`config.mk`:
```
export PLATFORM = sky130hd
export DESIGN_NAME = rbsi_delay
export DESIGN_NICKNAME = d
export VERILOG_FILES = /design/src/rtl/core/rbsi_pkg.sv /design/src/rtl/core/rbsi_delay.sv
export SDC_FILE = /design/constraint.sdc
export NUM_CORES = 1
export LEC_CHECK = 0
export ABC_AREA = 1
export BUFFER_PORTS_ARGS = -buffer_cell sky130_fd_sc_hd__buf_2
export CAP_MARGIN = 30
export CORE_UTILIZATION = 30
export CTS_BUF_LIST = sky130_fd_sc_hd__clkbuf_2
export CTS_CLUSTER_SIZE = 25
export DETAILED_ROUTE_END_ITERATION = 6
export SLEW_MARGIN = 15
export SYNTH_ARGS = -nofsm -noshare
export SYNTH_HDL_FRONTEND = slang
export SYNTH_SLANG_ARGS = --single-unit
```
`constraint.sdc`:
```
create_clock -name clk -period 1 [get_ports clk]
set_input_delay 0.25 -clock clk [delete_from_list [all_inputs] [get_ports clk]]
set_output_delay 0.25 -clock clk [all_outputs]
set_load 0.02 [all_outputs]
```
`src/rtl/core/rbsi_pkg.sv`:
```
`default_nettype none
// ----------------------------------------------------------------------------
// rbsi_pkg: shared constants for the ray/box slab intersect block
// Axis count, divider stepping and threshold register format.
// ----------------------------------------------------------------------------
package rbsi_pkg;

	localparam int unsigned N_AXES     = 3;
	localparam int unsigned DIV_STEPS  = 4;  // quotient bits per divider stage
	localparam int unsigned THRESH_W   = 16;
	localparam logic [THRESH_W-1:0] THRESH_RST = 16'd1;

	function automatic int unsigned div_stages(input int unsigned nw);
		return (nw + DIV_STEPS - 1) / DIV_STEPS;
	endfunction

endpackage

`default_nettype wire

```
`src/rtl/core/rbsi_delay.sv`:
```
`default_nettype none
// ----------------------------------------------------------------------------
// rbsi_delay: stallable delay line
// Carries valid and side data alongside the divider stages.
// ----------------------------------------------------------------------------
module rbsi_delay
	import rbsi_pkg::*;
#(
	parameter int unsigned W = 8,
	parameter int unsigned D = 4
) (
	input  wire logic         clk,
	input  wire logic         arst_n,
	input  wire logic         en,
	input  wire logic [W-1:0] din,
	output logic      [W-1:0] dout
);

	logic [W-1:0] tap_q [D];

	always_ff @(posedge clk or negedge arst_n) begin
		if (!arst_n) begin
			for (int i = 0; i < D; i++) tap_q[i] <= '0;
		end else if (en) begin
			tap_q[0] <= din;
			for (int i = 1; i < D; i++) tap_q[i] <= tap_q[i-1];
		end
	end

	assign dout = tap_q[D-1];

endmodule

`default_nettype wire

```
**Word level (Yosys, flattened, before mapping)**

Index checks and enable logic that the tools add are counted.

- Input port bits: 11
- Word-level logic and storage cells: 4
- Flip-flop bits (word level): 32

**Longest topological paths before layout**

- Depth after elaboration: 0
- Depth in mapped cells: 5

**Worst setup path before layout**

No wires, ideal clock.

- Kind: reg2out
- Start: register tap_q, in the netlist dout[2]
- End: output dout[2]
- Required time: 750 ps
- Cell stages (with the launch flop): 2
- Slack: 234 ps
- Data arrival time: 516 ps
- Path through: dfrtp_1 > buf_4

RTL lines:

| what | line | source |
|---|---|---|
| start, declared | rbsi_delay.sv:19 | `logic [W-1:0] tap_q [D];` |
| end, declared | rbsi_delay.sv:16 | `output logic [W-1:0] dout` |

No word-level cell between the ends.

**Worst setup path after layout**

- Start: register tap_q, in the netlist dout[4]
- End: output dout[4]

No word-level cell between the ends.

==> flow_metrics.env <==
export IMPL_status="complete, but fails checks"
export IMPL_violations="setup timing"
export IMPL_ys_seq_elements=32
export IMPL_routed_wirelength_mm=1.99
export IMPL_crit_arrival_ps=920
export IMPL_port_buffers=18
export IMPL_start_util=0.311
export IMPL_drtPass1Iterations=4
export IMPL_num_io_pins=19
export IMPL_start_kind="register"
export IMPL_hold_path_class="primary input to register"
export IMPL_yosysTopAreaCellShare=0.591
export IMPL_dpl_hpwl_mm=1.16
export IMPL_vias=876
export IMPL_grt_pass1_wl_mm=3.69
export IMPL_antenna_found_initial=0
export IMPL_fin_cells=220
export IMPL_viasPerCell=3.98
export IMPL_period_share=1.17
export IMPL_antenna_left=0
export IMPL_rsz0062_at_grt="yes"
export IMPL_synth_ff_type="dfrtp_1"
export IMPL_synthDistinctLibCells=8
export IMPL_clock_sinks=32
export IMPL_slew_viol_final=0
export IMPL_synth_warnings=0
export IMPL_gp_congestion=0.637
export IMPL_synth_top_cell_by_area="dfrtp_1"
export IMPL_yosysMostFrequentCell="nand2_1"
export IMPL_syn_nets=155
export IMPL_place_ws_ps=188
export IMPL_clkTransAtPathRegs_ps=150
export IMPL_synth_edf_count=0
export IMPL_die_h_um=69.2
export IMPL_fmax_ghz=0.856
export IMPL_setup_viol=8
export IMPL_critPathMaxStageDelay_ps=420
export IMPL_grt_pass1_vias=880
export IMPL_core_sq_um=4350
export IMPL_cp_slowest_cell="dfrtp_1"
export IMPL_placed_area_sq_um=1400
export IMPL_die_x_um=69.2
export IMPL_clock_latency_ps=360
export IMPL_synth_common_cells="nand2_1, dfrtp_1, nand2_2"
export IMPL_cp_top_family="flip-flops"
export IMPL_endpoint_kind="output pin"
export IMPL_finalHoldViolations=0
export IMPL_cts_htree_levels=2
export IMPL_syn_avg_cell_area_sq_um=9.41
export IMPL_syn2layout_area_growth_pct=16.1
export IMPL_root_buffer="clkbuf_2"
export IMPL_ys_async_sr_fraction=1.00
export IMPL_grt_overflow=0
export IMPL_grt_use_total=0.0982
export IMPL_die_area_sq_um=4790
export IMPL_p_leak_nw=0.883
export IMPL_irDropWorstVdd_v=0.000646
export IMPL_worst_pin_slew_ps=198
export IMPL_worst_slack_ps=-169
export IMPL_grt_max_degree=33
export IMPL_drtIter0Drc=27
export IMPL_ys_seq_area_frac=0.591
export IMPL_synth_area_leaders="dfrtp_1, nand2_1, nand2_2, buf_4, clkbuf_8"
export IMPL_required_ps=750
export IMPL_design_area_sq_um=1570
export IMPL_max_slew_margin=0.868
export IMPL_powerDensity_nw_per_um2=1650
export IMPL_numCtsBuffers=5
export IMPL_finalClockSkew_ps=9.39
export IMPL_path_cells="buf_6"
export IMPL_drive_gt1_frac=0.298
export IMPL_num_rows=24
export IMPL_path_class="register to output pin"
export IMPL_placedCellCount=202
export IMPL_cts_buffer_depth=2
export IMPL_drc_errors=0
export IMPL_antenna_cells=0
export IMPL_nets=179
export IMPL_period_minus_slack_ps=1170
export IMPL_cp_max_fo=2
export IMPL_wl_per_cell_um=9.06
export IMPL_synthCells=144
export IMPL_path_buf_inv=1
export IMPL_synth_area_sq_um=1360
export IMPL_cts_tree="built"
export IMPL_cap_viol_max_count=0
==> logic make-up (layout without fill, tap and decap cells) <==
logic type	after synthesis	after routing	synth area share
and+or+nand+nor	96	96	0.286
buffers and inverters	16	40	0.123
DFF	32	32	0.591
==> power by group <==
group | switching [mW] | leakage [nW] | internal [mW] | total, mW
registers | 0.0859 | 0.403 | 1.44 | 1.53
clock network | 0.405 | 0.0288 | 0.167 | 0.572
logic | 0.238 | 0.451 | 0.253 | 0.491
==> sequential cells by signal (all words and copies together), names as in the netlist <==
register  cells
tap_q        24
dout          8
==> timing repair <==
| action | in CTS | in global routing |
|---|---|---|
| buffers inserted | 7 | 3 |
| endpoints found under the hold margin | 32 | 0 |
| gates resized for setup | 16 | 0 |
| endpoints found under the setup margin | 8 | 8 |
| hold buffers | 1 | 0 |
==> cell type report <==
cell class	instances	area (sq um)
inverters	1	11.3
repair buffers	32	273
fillers	453	2780
multi-input cells	96	388
flip-flops and latches	32	801
clock buffers	6	30.0
well taps	52	65.1
clock inverters	1	5.00
==> per-layer routing <==
layer  track usage  vias to the layer above  share of wire
li1              -                      464              -
met1         0.116                      385           0.49
met2         0.145                       21           0.42
met3        0.0407                        6          0.061
met4        0.0680                        0          0.032
met5             0                        -              0
==> worst paths after layout <==
path / end / startpoint / depth (start not counted) / slack [ps]
setup / recovery: dout[4] / dout[4]$_DFFE_PN0P_ / 1 / -170
hold reg to reg: tap_q[26]$_DFFE_PN0P_ / tap_q[26]$_DFFE_PN0P_ / 2 / 490
setup reg to reg: dout[4]$_DFFE_PN0P_ / dout[4]$_DFFE_PN0P_ / 4 / 140
max in group asynchronous: tap_q[24]$_DFFE_PN0P_ / arst_n / 3 / 480
hold / removal: tap_q[29]$_DFFE_PN0P_ / din[5] / 3 / 80
min in group asynchronous: tap_q[14]$_DFFE_PN0P_ / arst_n / 3 / 350
==> stage by stage <==
stage / util / TNS, ps / hold WS, ps / power (mW)
after floorplan: - / 0 / -45.6 / 1.86
after global placement: 0.322 / 0 / 218 / 1.91
after detailed placement: 0.322 / 0 / 216 / 1.91
after CTS: 0.356 / -1630 / 47.6 / 2.62
after global routing: 0.361 / -1830 / 39.3 / 2.76
final: 0.361 / -1280 / 79.3 / 2.59
==> placed cells by master (no fill, tap or decap) <==
master         instances
buf_6                  8
dfrtp_1               32
clkinv_2               1
buf_12                 2
buf_4                 11
inv_8                  1
dlygate4sd3_1          1
buf_2                 10
nand2_1               85
clkbuf_2               6
nand2_2               11
(Power assumes the default switching activity.)
